[config.mk]
export PLATFORM = sky130hd
export DESIGN_NAME = cia_timer_interrupt_unit_core
export DESIGN_NICKNAME = d
export VERILOG_FILES = /design/src/rtl/ciatu_pkg.sv /design/src/rtl/ciatu_front.sv /design/src/rtl/ciatu_back.sv /design/src/rtl/cia_timer_interrupt_unit_core.sv
export VERILOG_INCLUDE_DIRS = /design/src /design/src/rtl
export SDC_FILE = /design/constraint.sdc
export NUM_CORES = 1
export LEC_CHECK = 0
export BUFFER_PORTS_ARGS = -buffer_cell sky130_fd_sc_hd__buf_2
export CORE_MARGIN = 2
export CORE_UTILIZATION = 60
export CTS_BUF_LIST = sky130_fd_sc_hd__clkbuf_8 sky130_fd_sc_hd__clkbuf_16
export DETAILED_ROUTE_END_ITERATION = 8
export PLACE_DENSITY_LB_ADDON = 0.15
export SYNTH_ARGS = -nofsm -noshare
export SYNTH_HDL_FRONTEND = slang
export SYNTH_SLANG_ARGS = --single-unit
[constraint.sdc]
create_clock -name clock -period 7.7 [get_ports clock]
set_clock_uncertainty 0.05 [all_clocks]
set_input_delay 0.385 -clock clock [delete_from_list [all_inputs] [get_ports clock]]
set_output_delay 0.385 -clock clock [all_outputs]
set_load 0.01 [all_outputs]
[src/rtl/cia_timer_interrupt_unit_core_defines.svh]
// Assertion macros shared by the CIA timer and interrupt unit RTL.
`ifndef CIA_TIMER_INTERRUPT_UNIT_CORE_DEFINES_SVH
`define CIA_TIMER_INTERRUPT_UNIT_CORE_DEFINES_SVH

`ifndef NO_ASSERTIONS
// Property checked at every clock edge outside reset.
`define CIATU_ASSERT(lbl, prop) \
   lbl: assert property (@(posedge clock) disable iff (reset) (prop)) \
      else $error("ciatu assertion failed");
// Condition that must hold in the cycle after a trigger.
`define CIATU_ASSERT_NEXT(lbl, trig, prop) \
   lbl: assert property (@(posedge clock) disable iff (reset) (trig) |=> (prop)) \
      else $error("ciatu assertion failed");
`else
`define CIATU_ASSERT(lbl, prop)
`define CIATU_ASSERT_NEXT(lbl, trig, prop)
`endif

`endif

[src/rtl/ciatu_pkg.sv]
// Types and constants shared by the CIA timer and interrupt unit modules.
package ciatu_pkg;

   localparam int QUEUE_DEPTH = 2;
   localparam int QUEUE_PTR_W = (QUEUE_DEPTH > 1) ? $clog2(QUEUE_DEPTH) : 1;
   localparam int QUEUE_CNT_W = $clog2(QUEUE_DEPTH + 1);

   localparam logic [3:0] REG_ICR   = 4'hD;
   localparam logic [3:0] REG_CTL_A = 4'hE;
   localparam logic [3:0] REG_CTL_B = 4'hF;

   localparam int CTL_START_BIT   = 0;
   localparam int CTL_ONESHOT_BIT = 3;
   localparam int CTL_FORCE_BIT   = 4;
   localparam int ICR_SET_BIT     = 7;

   localparam logic [7:0] READ_IDLE = 8'hFF;

   typedef enum logic [1:0] {
      OP_READ  = 2'd0,
      OP_WRITE = 2'd1,
      OP_TICK  = 2'd2,
      OP_NOP   = 2'd3
   } op_kind_type;

   typedef enum logic [2:0] {
      RC_PLAIN,
      RC_TIMER_LO,
      RC_TIMER_HI,
      RC_ICR,
      RC_CTL
   } reg_class_type;

   typedef struct packed {
      logic [1:0] command;
      logic [3:0] reg_index;
      logic [7:0] write_data;
      logic [3:0] tick_cycles;
   } req_payload_type;

   typedef struct packed {
      logic [7:0] read_data;
      logic       irq;
   } rsp_payload_type;

   typedef struct packed {
      op_kind_type   kind;
      reg_class_type reg_class;
      logic          timer_sel;
      logic [3:0]    reg_index;
      logic [7:0]    data;
      logic [3:0]    cycles;
   } op_type;

endpackage

[src/rtl/ciatu_front.sv]
// Front end: accepts requests, decodes the register class and queues the ops.
module ciatu_front
   import ciatu_pkg::*;
(
   input  logic            clock,
   input  logic            reset,
   input  logic            push,
   output logic            full,
   input  req_payload_type req_payload,
   output logic            op_valid,
   output op_type          op,
   input  logic            op_pop
);

   op_type                 queue_ff [QUEUE_DEPTH];
   logic [QUEUE_PTR_W-1:0] wr_ptr_ff, wr_ptr_in;
   logic [QUEUE_PTR_W-1:0] rd_ptr_ff, rd_ptr_in;
   logic [QUEUE_CNT_W-1:0] count_ff, count_in;
   op_type                 decoded;
   logic                   accept;
   logic                   take;

   always_comb begin
      decoded.kind      = op_kind_type'(req_payload.command);
      decoded.reg_index = req_payload.reg_index;
      decoded.data      = req_payload.write_data;
      decoded.cycles    = req_payload.tick_cycles;
      case (req_payload.reg_index) inside
         4'h4, 4'h6:           decoded.reg_class = RC_TIMER_LO;
         4'h5, 4'h7:           decoded.reg_class = RC_TIMER_HI;
         REG_ICR:              decoded.reg_class = RC_ICR;
         REG_CTL_A, REG_CTL_B: decoded.reg_class = RC_CTL;
         default:              decoded.reg_class = RC_PLAIN;
      endcase
      // timer registers: bit 1 picks A/B; control registers: bit 0
      decoded.timer_sel = (decoded.reg_class == RC_CTL) ? req_payload.reg_index[0]
                                                        : req_payload.reg_index[1];
   end

   assign full     = (count_ff == QUEUE_CNT_W'(QUEUE_DEPTH));
   assign accept   = push && !full;
   assign op_valid = (count_ff != '0);
   assign op       = queue_ff[rd_ptr_ff];
   assign take     = op_pop && op_valid;

   always_comb begin
      wr_ptr_in = wr_ptr_ff;
      rd_ptr_in = rd_ptr_ff;
      count_in  = count_ff;
      if (accept) begin
         wr_ptr_in = (wr_ptr_ff == QUEUE_PTR_W'(QUEUE_DEPTH - 1)) ? '0 : wr_ptr_ff + 1'b1;
      end
      if (take) begin
         rd_ptr_in = (rd_ptr_ff == QUEUE_PTR_W'(QUEUE_DEPTH - 1)) ? '0 : rd_ptr_ff + 1'b1;
      end
      if (accept && !take) begin
         count_in = count_ff + 1'b1;
      end else if (take && !accept) begin
         count_in = count_ff - 1'b1;
      end
   end

   always_ff @(posedge clock) begin
      if (reset) begin
         wr_ptr_ff <= '0;
         rd_ptr_ff <= '0;
         count_ff  <= '0;
      end else begin
         wr_ptr_ff <= wr_ptr_in;
         rd_ptr_ff <= rd_ptr_in;
         count_ff  <= count_in;
      end
   end

   always_ff @(posedge clock) begin
      if (accept) begin
         queue_ff[wr_ptr_ff] <= decoded;
      end
   end

endmodule

[src/rtl/ciatu_back.sv]
// Back end: register file, both interval timers, interrupt unit, result queue.
`include "cia_timer_interrupt_unit_core_defines.svh"
module ciatu_back
   import ciatu_pkg::*;
(
   input  logic            clock,
   input  logic            reset,
   input  logic            op_valid,
   input  op_type          op,
   output logic            op_pop,
   output logic            empty,
   input  logic            pop,
   output rsp_payload_type rsp_payload
);

   typedef struct packed {
      logic [15:0] count;
      logic [7:0]  ctl;
      logic        under;
   } timer_step_type;

   function automatic timer_step_type timer_advance(input logic [15:0] latch,
                                                    input logic [15:0] count,
                                                    input logic [7:0]  ctl,
                                                    input logic [3:0]  cyc);
      timer_step_type s;
      logic [15:0]    base;
      logic [15:0]    now;
      logic [7:0]     c;
      c       = ctl;
      base    = count;
      s.under = 1'b0;
      if (c[CTL_FORCE_BIT]) begin
         base             = latch;
         c[CTL_FORCE_BIT] = 1'b0;
      end
      now = base;
      if (c[CTL_START_BIT]) begin
         now = base - {12'd0, cyc};
         if (latch == '0) begin
            now = '0;
         end
         if (now > base) begin
            s.under = 1'b1;
            if (!c[CTL_ONESHOT_BIT]) begin
               // latch - (0xFFFF - now), mod 2^16
               now = latch + now + 16'd1;
            end else begin
               c[CTL_START_BIT] = 1'b0;
               now              = '0;
            end
         end
      end
      s.count = now;
      s.ctl   = c;
      return s;
   endfunction

   logic [7:0]  plain_ff [16];
   logic [15:0] latch_ff [2], latch_in [2];
   logic [15:0] count_ff [2], count_in [2];
   logic [7:0]  ctl_ff   [2], ctl_in   [2];
   logic [6:0]  mask_ff, mask_in;
   logic [7:0]  flags_ff, flags_in;
   logic        plain_we;
   logic [7:0]  read_data;
   timer_step_type step [2];

   rsp_payload_type        res_ff [QUEUE_DEPTH];
   logic [QUEUE_PTR_W-1:0] wr_ptr_ff, wr_ptr_in;
   logic [QUEUE_PTR_W-1:0] rd_ptr_ff, rd_ptr_in;
   logic [QUEUE_CNT_W-1:0] res_cnt_ff, res_cnt_in;
   logic                   res_full;
   logic                   res_take;
   rsp_payload_type        result;

   assign res_full = (res_cnt_ff == QUEUE_CNT_W'(QUEUE_DEPTH));
   assign empty    = (res_cnt_ff == '0);
   assign res_take = pop && !empty;
   assign op_pop   = op_valid && (!res_full || res_take);
   assign rsp_payload = res_ff[rd_ptr_ff];

   always_comb begin
      for (int t = 0; t < 2; t++) begin
         step[t] = timer_advance(latch_ff[t], count_ff[t], ctl_ff[t], op.cycles);
      end
   end

   always_comb begin
      latch_in  = latch_ff;
      count_in  = count_ff;
      ctl_in    = ctl_ff;
      mask_in   = mask_ff;
      flags_in  = flags_ff;
      plain_we  = 1'b0;
      read_data = READ_IDLE;
      if (op_pop) begin
         case (op.kind)
            OP_READ: begin
               case (op.reg_class)
                  RC_TIMER_LO: read_data = count_ff[op.timer_sel][7:0];
                  RC_TIMER_HI: read_data = count_ff[op.timer_sel][15:8];
                  RC_ICR: begin
                     read_data = flags_ff;
                     flags_in  = '0;
                  end
                  RC_CTL:      read_data = ctl_ff[op.timer_sel];
                  default:     read_data = plain_ff[op.reg_index];
               endcase
            end
            OP_WRITE: begin
               case (op.reg_class)
                  RC_TIMER_LO: latch_in[op.timer_sel][7:0]  = op.data;
                  RC_TIMER_HI: latch_in[op.timer_sel][15:8] = op.data;
                  RC_ICR: begin
                     if (op.data[ICR_SET_BIT]) begin
                        mask_in = mask_ff | op.data[6:0];
                     end else begin
                        mask_in = mask_ff & ~op.data[6:0];
                     end
                     flags_in = flags_ff & ~op.data;
                  end
                  RC_CTL:      ctl_in[op.timer_sel] = op.data;
                  default:     plain_we = 1'b1;
               endcase
            end
            OP_TICK: begin
               for (int t = 0; t < 2; t++) begin
                  count_in[t] = step[t].count;
                  ctl_in[t]   = step[t].ctl;
               end
               flags_in = flags_ff | {6'd0, step[1].under & mask_ff[1],
                                      step[0].under & mask_ff[0]};
            end
            default: ;
         endcase
      end
      result.read_data = read_data;
      result.irq       = |(flags_in[6:0] & mask_in);
   end

   always_comb begin
      wr_ptr_in  = wr_ptr_ff;
      rd_ptr_in  = rd_ptr_ff;
      res_cnt_in = res_cnt_ff;
      if (op_pop) begin
         wr_ptr_in = (wr_ptr_ff == QUEUE_PTR_W'(QUEUE_DEPTH - 1)) ? '0 : wr_ptr_ff + 1'b1;
      end
      if (res_take) begin
         rd_ptr_in = (rd_ptr_ff == QUEUE_PTR_W'(QUEUE_DEPTH - 1)) ? '0 : rd_ptr_ff + 1'b1;
      end
      if (op_pop && !res_take) begin
         res_cnt_in = res_cnt_ff + 1'b1;
      end else if (res_take && !op_pop) begin
         res_cnt_in = res_cnt_ff - 1'b1;
      end
   end

   always_ff @(posedge clock) begin
      if (reset) begin
         for (int i = 0; i < 16; i++) begin
            plain_ff[i] <= '0;
         end
         for (int t = 0; t < 2; t++) begin
            latch_ff[t] <= '0;
            count_ff[t] <= '0;
            ctl_ff[t]   <= '0;
         end
         mask_ff    <= '0;
         flags_ff   <= '0;
         wr_ptr_ff  <= '0;
         rd_ptr_ff  <= '0;
         res_cnt_ff <= '0;
      end else begin
         if (plain_we) begin
            plain_ff[op.reg_index] <= op.data;
         end
         latch_ff   <= latch_in;
         count_ff   <= count_in;
         ctl_ff     <= ctl_in;
         mask_ff    <= mask_in;
         flags_ff   <= flags_in;
         wr_ptr_ff  <= wr_ptr_in;
         rd_ptr_ff  <= rd_ptr_in;
         res_cnt_ff <= res_cnt_in;
      end
   end

   always_ff @(posedge clock) begin
      if (op_pop) begin
         res_ff[wr_ptr_ff] <= result;
      end
   end

   `CIATU_ASSERT(a_res_no_overrun, !(res_full && op_pop && !res_take))
   `CIATU_ASSERT(a_res_count_bound, res_cnt_ff <= QUEUE_CNT_W'(QUEUE_DEPTH))
   `CIATU_ASSERT_NEXT(a_icr_read_clears, op_pop && op.kind == OP_READ && op.reg_class == RC_ICR, flags_ff == '0)
   `CIATU_ASSERT_NEXT(a_result_lands, op_pop && empty, !empty)

endmodule

[src/rtl/cia_timer_interrupt_unit_core.sv]
// Top level of the CIA interval timer and interrupt unit.
//
//   channel   ports                          direction  transfer when
//   request   push, full, req_payload        in         push && !full
//   response  empty, pop, rsp_payload        out        pop && !empty
//
// One request per cycle sustained while the response side keeps popping;
// each request yields exactly one response. A request is written to the
// front op queue and executes at the edge the back end pops it, which needs
// room in the result queue or a response pop; its response is valid right
// after that edge, when it is written into the result queue.
// The execute step (timer subtract, underflow compare, reload add) is the
// critical path. Reset is synchronous; all timers, masks, flags and plain
// registers clear to zero. A stalled response side fills the two-entry
// result queue, then the two-entry op queue, after which full rises.
`include "cia_timer_interrupt_unit_core_defines.svh"
module cia_timer_interrupt_unit_core
   import ciatu_pkg::*;
(
   input  logic            clock,
   input  logic            reset,
   input  logic            push,
   output logic            full,
   input  req_payload_type req_payload,
   output logic            empty,
   input  logic            pop,
   output rsp_payload_type rsp_payload
);

   logic   op_valid;
   logic   op_pop;
   op_type op;

   // decode and buffer requests
   ciatu_front u_front (
      .clock       (clock),
      .reset       (reset),
      .push        (push),
      .full        (full),
      .req_payload (req_payload),
      .op_valid    (op_valid),
      .op          (op),
      .op_pop      (op_pop)
   );

   // execute against register and timer state, queue responses
   ciatu_back u_back (
      .clock       (clock),
      .reset       (reset),
      .op_valid    (op_valid),
      .op          (op),
      .op_pop      (op_pop),
      .empty       (empty),
      .pop         (pop),
      .rsp_payload (rsp_payload)
   );

   // response transfers never exceed request transfers: with nothing queued
   // in front, the result side cannot grow
   `CIATU_ASSERT_NEXT(a_full_holds_off, full && !op_pop, full)
   `CIATU_ASSERT(a_pop_needs_op, !(op_pop && !op_valid))
   `CIATU_ASSERT_NEXT(a_fill_after_push, push && !full && !op_pop, op_valid)

endmodule
==> run metrics <==
DP Area=17200 sq um; Residual DRC=0; full die area=29200 sq um; Post-Synth Adder-Cell Area=0.0473; Yosys Warn Count=0; Port-buffer cells=32; slowest CP cell=buf_4; Congestion Overflow GR=0; Final ANT Viol Nets=0; VDD IR max=0.279 mV; dominant synthesized flop cell=edfxtp_1; Slew Viols, Final=0; post-synthesis compound-gate area fraction=0.142; CTS Sinks=295; Slew HR=0.196; family with the most delay on the worst path=compound AO/OA/AOI/OAI gates; most common cell in the netlist=nor2_1; CP bufs+invs=4; min Tclk post-route=5.96 ns; CTS Buf Count=31; Yosys top cell by area=edfxtp_1; drt pass-1 iters=5; CTS Root Cell=clkbuf_16; Tot GR Track Use=0.320; startpoint class of the critical path=flip-flop; share of layout cells above drive strength 1=0.126; clock slew at reported path FFs=0.06 ns; area occupied by multi-input gates=8420 sq um; leakage=6.73 nW; Synth-to-Final Area Change=10.1%; top-area cell type share of the netlist area=0.342; Ant. Diodes=0; total number of vias=13300; MaxCap Viol Count=0; Starting Density=0.606; Sequential Area=7810 sq um; setup violators final=0; pin count of the biggest net entering global routing=81; number of cells produced by synthesis=1673; syn_nets=1754; CP Capture Type=flip-flop; Slew @ Worst Pin=1.17 ns; Ports=33; Syn Area/Cell=9.97 sq um; Die Wd=171 um; DR WL/cell=22.1 um; CP max FO=34; ys async rst share=0; CTS max path bufs=3; top cells by count, synth=nor2_1 (292), nand2_1 (200), edfxtp_1 (190); outcome=complete, no violations; fill count=2179; Core Rows=61; aggregate routed wire length=46200 um; synth top area cells=edfxtp_1 (34%), dfxtp_1 (13%), nor2_1 (6.6%), nand2_1 (4.5%), mux4_2 (4.3%); CP arrival=6.23 ns; Synth Area in Simple Gates=0.179; core area=27600 sq um; later-pin clock latency in the skew report=0.59 ns; mux share of post-synthesis cell area=0.103; Setup TNS Final=0 ns; CTS tree=built; post-synth cell types=101; vias in the first global route=12800; cell area after layout=18400 sq um; post-cts sizing count=0; fmax=168 MHz; Req. time, crit path=7.97 ns; vias per cell=6.38; final worst-path cycle share=0.774; Yosys reg bits=295; setup repair bufs after CTS=0; largest family of logic cells by synthesized area=simple AND/OR/NAND/NOR gates; cell area after synthesis=16700 sq um; final hold violations=0; Die H=171 um; first-pass GRT wire length=71400 um; xor and xnor area share after synthesis=0.0283; # H-tree levels=1; worst hold path type=in2reg; Post-synth EDFFs=190; placer congestion estimate=0.950; RSZ-0062 raised after global routing=no; worst-path cell chain=buf_4 > mux2i_1 > inv_1 > ha_1 > inv_1 > fa_1 > a21o_1 > a221oi_2 > nand3_1 > nor2_1 > nand3_1 > xnor2_1 > nor2_1 > ha_1 > o21ai_0 > a31oi_2 > o32a_1 > o31ai_4 > buf_4 > nor2_2 > a21oi_2 > o22ai_1 > or4_1; Pwr Density=347 nW/um^2; part of the Yosys area used for sequential elements=0.468; initial antenna violation count=0; CP peak stage delay=0.48 ns; Setup CP Type=reg2reg; Final HPWL DP=31800 um; drt first-iter violations=1371; Final nets=1766
==> worst reg2reg max path, delay by kind of cell, from the launching register on <==
kind / cells / cell delay (ns)
simple gates: 6 / 1.30
compound gates: 8 / 1.54
xor+xnor: 1 / 0.17
buf+inv: 4 / 1.08
fa+ha+maj: 3 / 0.95
flops: 1 / 0.33
mux: 1 / 0.28
==> worst paths after layout <==
kind / from / end / slack (ns) / cells past startpoint
setup / recovery: flip-flop / u_back.res_ff[0][0]$_DFFE_PP_ / 1.74 / 23
hold / removal: req_payload[14] / u_front.queue_ff[1][14]$_DFFE_PP_ / 0.02 / 1
setup reg to reg: flip-flop / u_back.res_ff[0][0]$_DFFE_PP_ / 1.74 / 23
hold reg to reg: u_back.count_ff[10]$_SDFFE_PP0P_ / u_back.count_ff[10]$_SDFFE_PP0P_ / 0.43 / 2
==> layout by cell type (no fill, tap or decap), types with 11 or more instances in the layout <==
| cell | n |
|---|---|
| a211oi_1 | 53 |
| a21o_1 | 13 |
| a21oi_1 | 78 |
| a31oi_1 | 14 |
| and3_1 | 16 |
| buf_2 | 31 |
| buf_4 | 29 |
| clkbuf_16 | 31 |
| dfxtp_1 | 104 |
| dlygate4sd3_1 | 15 |
| edfxtp_1 | 190 |
| ha_1 | 55 |
| inv_1 | 36 |
| mux2_2 | 25 |
| mux2i_1 | 54 |
| mux4_2 | 32 |
| nand2_1 | 200 |
| nand3_1 | 30 |
| nor2_1 | 291 |
| nor2b_1 | 12 |
| nor3_1 | 39 |
| nor4_1 | 12 |
| o21ai_0 | 57 |
| o22ai_1 | 11 |
| or3_1 | 11 |
| xnor2_1 | 29 |
| xor2_1 | 25 |
==> area by class of cell <==
class | count | area share
Clock buffer | 32 | 0.0430
Tap cell | 378 | 0.0257
Timing Repair Buffer | 75 | 0.0285
Inverter | 34 | 0.00695
Sequential cell | 295 | 0.425
Clock inverter | 26 | 0.0125
Multi-Input combinational cell | 1248 | 0.458
==> state kept, by name (all words and copies together), names as in the netlist, named ones only <==
signal	cells
u_back.res_cnt_ff	2
u_front.queue_ff	44
u_back.plain_ff	128
u_back.wr_ptr_ff	1
u_back.mask_ff	7
u_back.res_ff	18
u_front.rd_ptr_ff	1
u_back.rd_ptr_ff	1
u_back.count_ff	32
u_front.count_ff	2
u_back.flags_ff	8
u_front.wr_ptr_ff	1
u_back.latch_ff	32
u_back.ctl_ff	16
==> cell families after synthesis <==
family          count (synthesis)
simple gates                  664
compound gates                342
flops                         295
buf+inv                       130
mux                           127
fa+ha+maj                      61
xor+xnor                       54
==> power by group <==
group          internal, mW  leakage (nW)  switching, mW  total [mW]
combinational          1.01          3.50           1.94        2.95
sequential             1.83          2.72         0.0986        1.93
clock                 0.848         0.507          0.650        1.50
total                  3.68          6.73           2.69        6.37
==> per-layer routing <==
| layer | up-vias | part of all wire | global-route usage |
|---|---|---|---|
| met5 | - | 0 | 0 |
| met4 | 0 | 0.040 | 0.121 |
| met3 | 125 | 0.063 | 0.0333 |
| met2 | 558 | 0.49 | 0.547 |
| met1 | 6457 | 0.41 | 0.421 |
| li1 | 6185 | - | - |
==> through the flow <==
step	cells	total power [mW]	utilization	worst slack, ns	hold slack, ns
finish	2088	6.37	0.667	1.74	0.0191
global route	2088	6.70	0.667	1.36	0.0119
CTS	2088	6.35	0.667	1.75	0.00456
detailed placement	2015	4.85	0.624	1.77	0.420
global placement	2015	4.79	0.624	1.94	0.409
floorplan	1673	4.15	-	1.95	0.390
==> timing repair <==
item                       CTS  global route
hold buffers                15             0
setup endpoints to repair    0             0
hold endpoints to repair    30             0
Power figures use the tool's default switching activity.
